$ cat src/hw/rtl/htqp_pkg.sv
// shared constants, codes and types for the quadratic-probe hash table
package htqp_pkg;

  // table geometry
  localparam int CAPACITY   = 256;
  localparam int SLOT_BITS  = $clog2(CAPACITY);
  localparam int CNT_W      = SLOT_BITS + 1;
  localparam int VALUE_BITS = 64;

  // field widths
  localparam int HASH_W   = 32;
  localparam int VALUE_W  = 64;
  localparam int MODE_W   = 3;
  localparam int STATUS_W = 2;
  localparam int LIMIT_W  = 8;
  localparam int LIVE_W   = 9;

  localparam logic [LIMIT_W-1:0] LOAD_LIMIT_RESET = 8'd125;

  // operation codes
  localparam logic [MODE_W-1:0] MODE_EXISTS = 3'd0;
  localparam logic [MODE_W-1:0] MODE_FETCH  = 3'd1;
  localparam logic [MODE_W-1:0] MODE_STORE  = 3'd2;
  localparam logic [MODE_W-1:0] MODE_DELETE = 3'd3;
  localparam logic [MODE_W-1:0] MODE_LENGTH = 3'd4;

  // status codes
  localparam logic [STATUS_W-1:0] ST_OK        = 2'd0;
  localparam logic [STATUS_W-1:0] ST_FULL      = 2'd1;
  localparam logic [STATUS_W-1:0] ST_NOT_FOUND = 2'd2;

  // one slot of the table memory
  typedef struct packed {
    logic [HASH_W-1:0]     key;
    logic                  is_null;
    logic [VALUE_BITS-1:0] value;
  } slot_entry_t;

  // controller to datapath
  typedef struct packed {
    logic start;
    logic step;
    logic act;
  } htqp_cmd_t;

  // datapath to controller
  typedef struct packed {
    logic probe_stop;
  } htqp_stat_t;

endpackage

$ cat src/hw/rtl/htqp_ctrl.sv
// sequencing state machine: accept, probe, apply, hand off result
module htqp_ctrl
  import htqp_pkg::*;
(
  input  logic       clk,
  input  logic       rst_n,
  input  logic       in_valid,
  output logic       in_ready,
  input  logic       out_ready,
  output logic       out_valid,
  output htqp_cmd_t  cmd,
  input  htqp_stat_t stat
);

  localparam logic [1:0] S_IDLE  = 2'd0;
  localparam logic [1:0] S_PROBE = 2'd1;
  localparam logic [1:0] S_ACT   = 2'd2;

  logic [1:0] state_r, state_nxt;
  logic       out_valid_r, out_valid_nxt;
  logic       res_free;

  // result register is free when empty or being taken now
  assign res_free = !out_valid_r || out_ready;

  // next state and commands
  always_comb begin
    state_nxt = state_r;
    cmd       = '0;
    unique case (state_r)
      S_IDLE: begin
        if (in_valid) begin
          cmd.start = 1'b1;
          state_nxt = S_PROBE;
        end
      end
      S_PROBE: begin
        if (stat.probe_stop) begin
          state_nxt = S_ACT;
        end else begin
          cmd.step = 1'b1;
        end
      end
      S_ACT: begin
        if (res_free) begin
          cmd.act   = 1'b1;
          state_nxt = S_IDLE;
        end
      end
      default: begin
        state_nxt = S_IDLE;
      end
    endcase
  end

  // result valid flag
  always_comb begin
    out_valid_nxt = out_valid_r;
    if (cmd.act) begin
      out_valid_nxt = 1'b1;
    end else if (out_ready) begin
      out_valid_nxt = 1'b0;
    end
  end

  always_ff @(posedge clk) begin
    if (!rst_n) begin
      state_r     <= S_IDLE;
      out_valid_r <= 1'b0;
    end else begin
      state_r     <= state_nxt;
      out_valid_r <= out_valid_nxt;
    end
  end

  assign in_ready  = (state_r == S_IDLE);
  assign out_valid = out_valid_r;

endmodule

$ cat config.mk
export PLATFORM = sky130hd
export DESIGN_NAME = htqp_ctrl
export DESIGN_NICKNAME = d
export VERILOG_FILES = /design/src/hw/rtl/htqp_pkg.sv /design/src/hw/rtl/htqp_ctrl.sv
export SDC_FILE = /design/constraint.sdc
export NUM_CORES = 1
export LEC_CHECK = 0
export BUFFER_PORTS_ARGS = -buffer_cell sky130_fd_sc_hd__buf_2
export CORE_AREA = 2 2 39 41
export CTS_BUF_LIST = sky130_fd_sc_hd__clkbuf_16
export DETAILED_ROUTE_END_ITERATION = 12
export DIE_AREA = 0 0 41 43
export PLACE_DENSITY = 0.31
export SETUP_SLACK_MARGIN = 0.05
export SLEW_MARGIN = 20
export SYNTH_ARGS = -nofsm -noshare
export SYNTH_HDL_FRONTEND = slang
export SYNTH_SLANG_ARGS = --single-unit
$ cat constraint.sdc
create_clock -name clk -period 1.1 [get_ports clk]
set_input_delay 0.11 -clock clk [delete_from_list [all_inputs] [get_ports clk]]
set_output_delay 0.11 -clock clk [all_outputs]
set_load 0.01 [all_outputs]
# --- Word level (Yosys, flattened, before mapping) ---
# Index checks and enable logic that the tools add are counted.
classes:
  n_div: 0
  n_reduce_logical: 5
  n_lt_le_gt_ge: 0
  n_eq_ne: 5
  mul: 0
  n_bitwise: 0
  add_sub_neg: 0
  n_mux: 12
  n_shift: 0
op_table:
  columns: ["operator", "n"]
  rows:
  - ["2-to-1 mux 1 bit", 8]
  - ["2-to-1 mux 2 bit", 3]
  - ["!= test 2 bit, second input constant", 3]
  - ["one-hot mux 2 bit (3 select lines)", 1]
  - ["AND reduction 3 bit", 1]
  - ["equality test 2 x 1 -> 1 bit, second input constant", 1]
  - ["equality test 2 bit, second input constant", 1]
  - ["zero test 2 bit", 1]
  - ["nonzero test 2 bit", 1]
  - ["zero test 1 bit", 1]
  - ["logical OR 1 bit", 1]
word_totals:
  latch_bits: 0
  ff_bits: 3
  mem_bits_rw: 0
  input_bits: 5
  n_memories: 0
  mem_bits_ro: 0

# --- Logic depth before layout (Yosys ltp) ---
# Gate-level depths: netlist of the first run.
logic_depth:
  word_depth: 5
  mapped_depth: 3
  mapped_depth_nobuf: 2

# --- Worst setup path after synthesis of the first run ---
# No wires, ideal clock.
synth_path:
  path_type: "register -> output"
  from: "register state_r[1]"
  to: "output cmd[2] (netlist name)"
  arrival_ns: 0.730
  path_stages_with_launch: 3
  setup_slack_ns: 0.260
  cell_sequence: "dfxtp_1 -> nor2_1 -> and2_1"
synth_rtl:
  columns: ["item", "line_no", "source"]
  rows:
  - ["from (decl)", "htqp_ctrl.sv:19", "logic [1:0] state_r, state_nxt;"]
  - ["from (signal assigned)", "htqp_ctrl.sv:71", "state_r <= state_nxt;"]
  - ["to (decl)", "htqp_ctrl.sv:11", "output htqp_cmd_t cmd,"]

==> reports/qor.yml, run 1 <==
drt:
  drt_iter0_drc: 0
  first_pass_iters: 1
  met3RoutedLength_um: 18
  routed.top_layer: "met3"
  routed_via_density: 3.457
  routedWlPerCell_um: 7.304
  dr_wl_met2_um: 209
  drt_wl_total_um: 336
  ant_nets: 0
  wl_met1_um: 107
  route.detailed.drc: 0
  vias: 159
logic_synthesis:
  synth_area_um2: 157.7
  synth_warnings: 0
  yosysSeqAreaShare: 0.3810
  postSynthCellCount: 18
  synth_cell_types: 10
  ys_ff_latch: 3
  syn_nets: 23
  synth.avg_cell_area_um2: 8.758
floorplanning:
  placement_rows: 14
  pin_count: 10
  coreArea_um2: 1384
  die_h_um: 43
  initial_core_util: 0.1139
  die_x_um: 41
  die-area_um2: 1763
cells_and_area:
  num-fill-cells: 153
  syn_to_final_growth_pct: 96.03
  stdcell_area_um2: 309.0
  layout.nets: 36
  drive_gt1_frac: 0.5333
  multi_input_area_um2: 100.1
  n_antenna_cell: 0
  ff_latch_area_um2: 65.06
clocking:
  cts_tree: "yes"
  cts_buffers: 3
  root_buffer: "clkbuf_16"
  htree_levels: 1
  cts_buffer_depth: 2
  worstSkewPairLatency_ns: 0.22
  path_clk_slew_ns: 0.03
  cts.sinks: 3
setup_path:
  arrival_ns: 0.92
  cp-start-kind: "register"
  crit_fanout: 6
  critPathKind: "register to output port"
  worstRegToRegCells: 2
  cp_data_required_time_ns: 0.99
  endpoint_kind: "output port"
global_route:
  grt_max_degree: 7
  grt-ovfl-total: 0
  grt_pass1_wl_um: 627
  antenna_found_initial: 0
  grt_pass1_vias: 167
  grt_use_total: 0.05806
pwr:
  seq_power_share: 0.166
  power_switching_mw: 0.1180
  switching_share: 0.1625
  power.share.clock: 0.771
  p_comb_frac: 0.063
  peakVddDrop_mv: 0.8461
  p_leak_nw: 0.1402
  powerDensity_nw_per_um2: 2351
  design_power_total_mw: 0.7265
  p_int_mw: 0.6084
sta:
  min_period_over_period: 0.9334
  fin_setup_tns_ns: 0
  clock_skew_ns: 0.001792
  max_freq_ghz: 0.9739
  fin_crit_ns: 1.027
  tightest_slew_ns: 0.1012
  hold_viol: 0
  drv_slew: 0
  whs_ns: 0.1419
  rsz0062_at_grt: "true"
  slew_headroom: 0.9324
  setup_viol: 0
place:
  port_buffers: 9
  gp_congestion: 0.6298
  dpl_cell_area_um2: 215.2
job:
  drv_cap: 0
worst_hold_path:
  min_path_cells: 3
  hold_path_class: "input pin to register"
status:
  status: "finished clean"
## metrics by stage
stage | setup WS (ns) | utilization | std cells
2_1_floorplan | 0.2595 | - | 18
3_3_place_gp | 0.2594 | 0.1555 | 42
3_5_place_dp | 0.2593 | 0.1555 | 42
4_1_cts | 0.04858 | 0.2143 | 46
5_1_grt | 0.02210 | 0.2233 | 46
6_report | 0.07322 | 0.2233 | 46
## critical path, stage by stage, from the launching register on
cell     delay [ns]
dfxtp_4        0.35
nor2_2         0.11
and2_1         0.12
buf_2          0.12
## layout make-up
cell class | instances | share of cell area
Multi-Input combinational cell | 14 | 0.3239
Clock buffer | 3 | 0.2429
Sequential cell | 3 | 0.2105
Timing Repair Buffer | 9 | 0.1457
Tap cell | 16 | 0.06478
Clock inverter | 1 | 0.01215
## flip-flops by register name, indices dropped and copies added, names as in the netlist
register   count
state_r        2
out_valid      1
## logic make-up (layout without fill, tap and decap cells)
kind of cell | count (synthesis) | in the layout | synth area share
and+or+nand+nor | 11 | 11 | 0.4445
AOI/OAI and AO/OA | 3 | 3 | 0.1269
DFF | 3 | 3 | 0.3810
buffers and inverters | 1 | 13 | 0.04764
## layout by cell type (no fill, tap or decap)
cell type	Yosys	routed
clkbuf_16	0	3
nor2_2	0	1
nand4bb_1	1	1
nand2b_4	0	1
nor2b_1	1	1
buf_2	0	9
a21boi_1	2	2
a21oi_1	1	1
dfxtp_4	0	1
dfxtp_1	3	1
inv_1	0	1
dfxtp_2	0	1
and2_1	1	1
nor2_1	2	1
nand3b_1	1	1
nand2b_1	5	4
## Yosys cell counts
library cell | count | area (um2)
a21boi_1 | 2 | 15.01
a21oi_1 | 1 | 5.000
and2_1 | 1 | 6.260
buf_4 | 1 | 7.510
dfxtp_1 | 3 | 60.06
nand2b_1 | 5 | 31.28
nand3b_1 | 1 | 7.510
nand4bb_1 | 1 | 11.26
nor2_1 | 2 | 7.510
nor2b_1 | 1 | 6.260
## path summary, 6_finish.rpt
path | from | endpoint | slack, ns
worst max register to register | state_r[0] | state_r[1] | 0.38
worst min register to register | out_valid | out_valid | 0.49
worst min-delay path | rst_n | state_r[0] | 0.14
worst max-delay path | state_r[1] | cmd[2] | 0.07
## what timing repair did
action | in CTS | in global routing
resized for setup | 2 | 3
buffers inserted | 0 | 0
endpoints found under the setup margin | 2 | 3
hold buffers | 0 | 0
## routing by layer
metal,up-vias,GRT usage
met5,-,0
met4,0,0.06000
met3,0,0.04712
met2,2,0.07813
met1,74,0.04777
li1,83,-
## power by group through the flow
stage,sequential (mW),clock [mW],combinational [mW]
3_3_place_gp,0.121,0,0.0436
2_1_floorplan,0.121,0,0.0248
3_5_place_dp,0.122,0,0.0440
4_1_cts,0.121,0.570,0.0441
6_report,0.121,0.560,0.0456
5_1_grt,0.122,0.581,0.0516
(Power assumes the default switching activity.)
==> inputs of run 2 (changes only) <==
--- a/config.mk
+++ b/config.mk
@@ -12,5 +12,5 @@
 export DIE_AREA = 0 0 41 43
 export PLACE_DENSITY = 0.31
-export SETUP_SLACK_MARGIN = 0.05
+export SETUP_SLACK_MARGIN = 0.15
 export SLEW_MARGIN = 20
 export SYNTH_ARGS = -nofsm -noshare
==> constraint.sdc (replaced) <==
create_clock -name clk -period 1.1 [get_ports clk]
set_input_delay 0.165 -clock clk [delete_from_list [all_inputs] [get_ports clk]]
set_output_delay 0.165 -clock clk [all_outputs]
set_load 0.01 [all_outputs]
==> run 2 against run 1 <==
Non-clock buffer count unchanged. Utilization unchanged. Sequential share of layout area unchanged. Critical endpoint is now cmd[0]. Highest routed layer unchanged.
==> reports/qor.yml, run 2 (same netlist as run 1, synthesis figures left out) <==
status:
  status: "finished clean"
clocking:
  cts.sinks: 3  # unchanged
  cts_buffers: 3  # unchanged
  cts_hold_buf: 0  # unchanged
  cts_buffer_depth: 2  # unchanged
  root_buffer: "clkbuf_16"
  htree_levels: 1  # unchanged
  postCtsSetupBuffers: 0  # unchanged
  path_clk_slew_ns: 0.03  # about the same
  worstSkewPairLatency_ns: 0.22  # about the same
  cts_tree: "yes"
cells_and_area:
  layout.nets: 36  # unchanged
  num-fill-cells: 153  # unchanged
  stdcell_area_um2: 309.0  # unchanged
  largest_reg_flops: 2  # unchanged
  final_cell_mix: "buf_2, nand2b_1, clkbuf_16, a21boi_1"
  ff_latch_area_um2: 65.06  # unchanged
  layout_commonest_cell: "buf_2"
  regMostFlops: "state_r"
  syn_to_final_growth_pct: 96.03  # unchanged
  utilization: 0.2233  # unchanged
  n_antenna_cell: 0  # unchanged
  multi_input_area_um2: 100.1  # unchanged
  drive_gt1_frac: 0.5333  # unchanged
setup_path:
  crit_start: "state_r[0]"
  critPathKind: "register to output port"
  endpoint_kind: "output port"
  cp_slowest_cell: "dfxtp_2"
  max_stage_delay_ns: 0.33  # -0.02 ns
  cp_cell_sequence: "nand2b_4 > nor2b_1 > buf_2"
  arrival_ns: 0.91  # about the same
  cp-start-kind: "register"
  cp_data_required_time_ns: 0.94  # -0.05 ns
  crit_fanout: 6  # unchanged
  reg2reg_slack_ns: 0.38  # about the same
  worstRegToRegCells: 2  # unchanged
  r2r-end: "state_r[1]"
  r2r-start: "state_r[0]"
drt:
  routedWlPerCell_um: 7.261  # -0.60%
  vias: 160  # +0.63%
  ant_nets: 0  # unchanged
  routed_via_density: 3.478  # +0.63%
  route.detailed.drc: 0  # unchanged
  first_pass_iters: 2  # +1
  drt_wl_total_um: 334  # -0.60%
  drt_iter0_drc: 1  # +1
sta:
  hold_viol: 0  # unchanged
  drv_slew: 0  # unchanged
  tightest_slew_ns: 0.1013  # +0.0001458 ns
  fin_crit_ns: 1.077  # +0.04978 ns
  min_period_over_period: 0.9787  # +0.04525
  whs_ns: 0.1969  # +0.05502 ns
  clock_skew_ns: 0.001747  # -0.00004497 ns
  max_freq_ghz: 0.9289  # -4.6%
  setup_ws_ns: 0.02345  # -0.04978 ns
  rsz0062_at_grt: "true"
  setup_viol: 0  # unchanged
  slew_headroom: 0.9323  # about the same
global_route:
  grt_max_degree: 7  # unchanged
  grt-ovfl-total: 0  # unchanged
  grt_use_total: 0.05806  # unchanged
  grt_pass1_vias: 165  # -1.2%
  antenna_found_initial: 0  # unchanged
  grt_pass1_wl_um: 627  # unchanged
pwr:
  peakVddDrop_mv: 0.8474  # +0.15%
  switching_share: 0.1628  # +0.0003379
  power_switching_mw: 0.1184  # +0.31%
  p_leak_nw: 0.1399  # -0.17%
  seq_power_share: 0.166  # about the same
  power.share.clock: 0.771  # about the same
  p_comb_frac: 0.063  # about the same
  powerDensity_nw_per_um2: 2353  # +0.11%
  p_int_mw: 0.6088  # about the same
  design_power_total_mw: 0.7272  # +0.11%
worst_hold_path:
  min_from: "rst_n"
  min_path_cells: 3  # unchanged
  hold_path_end: "state_r[0]"
  hold_path_class: "input pin to register"
place:
  port_buffers: 9  # unchanged
  gp_congestion: 0.6298  # unchanged
  dpl_cell_area_um2: 215.2  # unchanged
  place_ws_ns: 0.2043  # -0.05500 ns
floorplanning:
  coreArea_um2: 1384  # unchanged
  pin_count: 10  # unchanged
  initial_core_util: 0.1139  # unchanged
  placement_rows: 14  # unchanged
  die_h_um: 43  # unchanged
  die-area_um2: 1763  # unchanged
  die_x_um: 41  # unchanged
job:
  drv_cap: 0  # unchanged
## run 2: cell counts in the layout (fill, tap and decap cells not counted)
No cell type changed its count.
## run 2: routing by layer
metal,wire length (um),GRT usage
met5,0,0
met4,0,0.06000
met3,24,0.04712
met2,208,0.07813
met1,100,0.04777
## run 2: worst max path at each step
| stage | slack, ns | endpoint | cells past startpoint |
|---|---|---|---|
| after floorplan | 0.20 | cmd[2] | 2 |
| after global placement | 0.20 | cmd[2] | 3 |
| after detailed placement | 0.20 | cmd[0] | 3 |
| after CTS | 0.01 | cmd[0] | 3 |
| after global routing | -0.03 | cmd[0] | 3 |
| final | 0.02 | cmd[0] | 3 |
## run 2: repair_timing
| action | in CTS | in global routing |
|---|---|---|
| endpoints found under the setup margin | 4 | 4 |
| endpoints found under the hold margin | 0 | 0 |
| pin swaps | 1 | 0 |
| resized for setup | 5 | 0 |
## run 2: layout make-up
cell class	instances	area share
Clock buffer	3	0.2429
Clock inverter	1	0.01215
Multi-Input combinational cell	14	0.3239
Sequential cell	3	0.2105
Tap cell	16	0.06478
Timing Repair Buffer	9	0.1457
## run 2: power groups by stage
stage          Sequential [mW]  Combinational, mW  Clock (mW)
6_report                 0.121             0.0459       0.561
3_5_place_dp             0.122             0.0440           0
2_1_floorplan            0.121             0.0248           0
4_1_cts                  0.121             0.0471       0.570
5_1_grt                  0.122             0.0520       0.581
3_3_place_gp             0.121             0.0436           0
## run 2: stage by stage
stage	TNS (ns)	cells
after floorplan	0	18
after global placement	0	42
after detailed placement	0	42
after CTS	0	46
after global routing	-0.06433	46
final	0	46
## run 2: critical path: cells and delay by family (launching register included)
family,cells,cell delay [ns]
buffers and inverters,1,0.13
DFF,1,0.33
and+or+nand+nor,2,0.23
==> inputs of run 3 (changes only) <==
- SKIP_CTS_REPAIR_TIMING: default -> 1
- clock period: 1.1 -> 1.4 ns (I/O delays scaled with it)
==> run 3 against run 2 <==
Register-to-register slack better by 0.31 ns. Routed wire length decreased by 2.4%. Setup slack gained 0.22 ns. Global-route usage is 0.094 points lower. Largest power group unchanged. Clock-buffer cell count stayed put. Final area shrank 4.5%. Die area is the same. Flip-flop and latch count did not move. Critical endpoint is now cmd[2]. Cell count unchanged. Non-clock buffer count did not move. Sequential share of layout area is 0.29 points lower.
==> reports/qor.yml, run 3 (same netlist as run 1, synthesis figures left out) <==
status:
  status: "finished clean"
drt:
  vias: 160  # unchanged
  ant_nets: 0  # unchanged
  drt_iter0_drc: 3  # +2
  first_pass_iters: 4  # +2
  routed_via_density: 3.478  # unchanged
  route.detailed.drc: 0  # unchanged
  routedWlPerCell_um: 7.087  # -2.4%
  drt_wl_total_um: 326  # -2.4%
cells_and_area:
  n_antenna_cell: 0  # unchanged
  final_cell_mix: "buf_2, nand2b_1, clkbuf_16"
  num-fill-cells: 158  # +3.3%
  ff_latch_area_um2: 61.31  # -5.8%
  largest_reg_flops: 2  # unchanged
  syn_to_final_growth_pct: 87.30
  final_cells: 46  # unchanged
  multi_input_area_um2: 90.09  # -10%
  regMostFlops: "state_r"
  drive_gt1_frac: 0.4333  # -0.1000
  stdcell_area_um2: 295.3  # -4.5%
  layout.nets: 36  # unchanged
  layout_commonest_cell: "buf_2"
setup_path:
  worstRegToRegCells: 2  # unchanged
  cp-start-kind: "register"
  reg2reg_slack_ns: 0.69  # +0.31 ns
  r2r-start: "state_r[0]"
  cp_cell_sequence: "nor2_1 > and2_1 > buf_2"
  r2r-end: "state_r[1]"
  critPathKind: "register to output port"
  cp_slowest_cell: "dfxtp_1"
  endpoint_kind: "output port"
  max_stage_delay_ns: 0.38  # +0.05 ns
  crit_fanout: 6  # unchanged
  arrival_ns: 0.95  # +0.04 ns
  cp_data_required_time_ns: 1.19  # +0.25 ns
floorplanning:
  die_x_um: 41  # unchanged
  initial_core_util: 0.1139  # unchanged
  pin_count: 10  # unchanged
  die-area_um2: 1763  # unchanged
  coreArea_um2: 1384  # unchanged
  placement_rows: 14  # unchanged
  die_h_um: 43  # unchanged
global_route:
  grt_max_degree: 7  # unchanged
  grt-ovfl-total: 0  # unchanged
  antenna_found_initial: 0  # unchanged
  grt_pass1_wl_um: 634  # +1.1%
  grt_use_total: 0.05711  # -0.0009438
  grt_pass1_vias: 164  # -0.61%
pwr:
  p_leak_nw: 0.1358  # -2.9%
  design_power_total_mw: 0.5666  # -22%
  powerDensity_nw_per_um2: 1919  # -18%
  peakVddDrop_mv: 0.6319  # -25%
worst_hold_path:
  hold_path_end: "state_r[0]"
  min_path_cells: 3  # unchanged
  hold_path_class: "input pin to register"
  min_from: "rst_n"
clocking:
  path_clk_slew_ns: 0.03  # about the same
  root_buffer: "clkbuf_16"
  cts.sinks: 3  # unchanged
  worstSkewPairLatency_ns: 0.22  # about the same
  cts_buffer_depth: 2  # unchanged
  cts_buffers: 3  # unchanged
  htree_levels: 1  # unchanged
  cts_tree: "yes"
sta:
  setup_viol: 0  # unchanged
  max_freq_ghz: 0.8613
  fin_crit_ns: 1.161
  tightest_slew_ns: 0.1559  # +0.05456 ns
  clock_skew_ns: 0.001124  # -0.0006237 ns
  hold_viol: 0  # unchanged
  slew_headroom: 0.8959  # -0.03637
  fin_setup_tns_ns: 0  # unchanged
  drv_slew: 0  # unchanged
  rsz0062_at_grt: "true"
  min_period_over_period: 0.8293
place:
  port_buffers: 9  # unchanged
  dpl_cell_area_um2: 215.2  # unchanged
  gp_congestion: 0.6373  # +1.2%
  placedCellCount: 42  # unchanged
job:
  drv_cap: 0  # unchanged
[run 3: power by group]
group / switching, mW / internal [mW]
registers: 0.00420 / 0.0906
clock network: 0.0706 / 0.368
logic: 0.0149 / 0.0188
total: 0.0896 / 0.477
[run 3: worst max-delay path by stage]
| stage | end | slack (ns) | from |
|---|---|---|---|
| floorplan | cmd[2] | 0.46 | state_r[1] |
| global placement | cmd[0] | 0.46 | state_r[0] |
| detailed placement | cmd[0] | 0.46 | state_r[0] |
| CTS | cmd[0] | 0.22 | state_r[0] |
| global route | cmd[0] | 0.14 | state_r[1] |
| finish | cmd[2] | 0.24 | state_r[1] |
[run 3: area by class of cell]
class / instances / area share
multi-input cells: 14 / 0.3051
clock buffers: 3 / 0.2542
flip-flops and latches: 3 / 0.2076
repair buffers: 9 / 0.1525
well taps: 16 / 0.06780
clock inverters: 1 / 0.01271
[run 3: through the flow]
| stage | utilization | hold WS [ns] | worst slack, ns |
|---|---|---|---|
| 6_report | 0.2134 | 0.2437 | 0.2389 |
| 5_1_grt | 0.2134 | 0.2763 | 0.1396 |
| 4_1_cts | 0.2125 | 0.2535 | 0.2220 |
| 3_5_place_dp | 0.1555 | 0.4786 | 0.4601 |
| 3_3_place_gp | 0.1555 | 0.4911 | 0.4584 |
| 2_1_floorplan | - | 0.3395 | 0.4595 |
[run 3: critical path, delay by kind of cell (launching register included)]
kind / cells / cell delay [ns]
and+or+nand+nor: 2 / 0.23
DFF: 1 / 0.38
buffers and inverters: 1 / 0.13
[run 3: metal layers]
metal  vias up  global-route usage  wire length (um)
met2         2             0.07813               207
met1        73             0.05431                99
met3         0             0.03141                19
met4         0             0.06000                 0
met5         -                   0                 0
li1         85                   -                 -
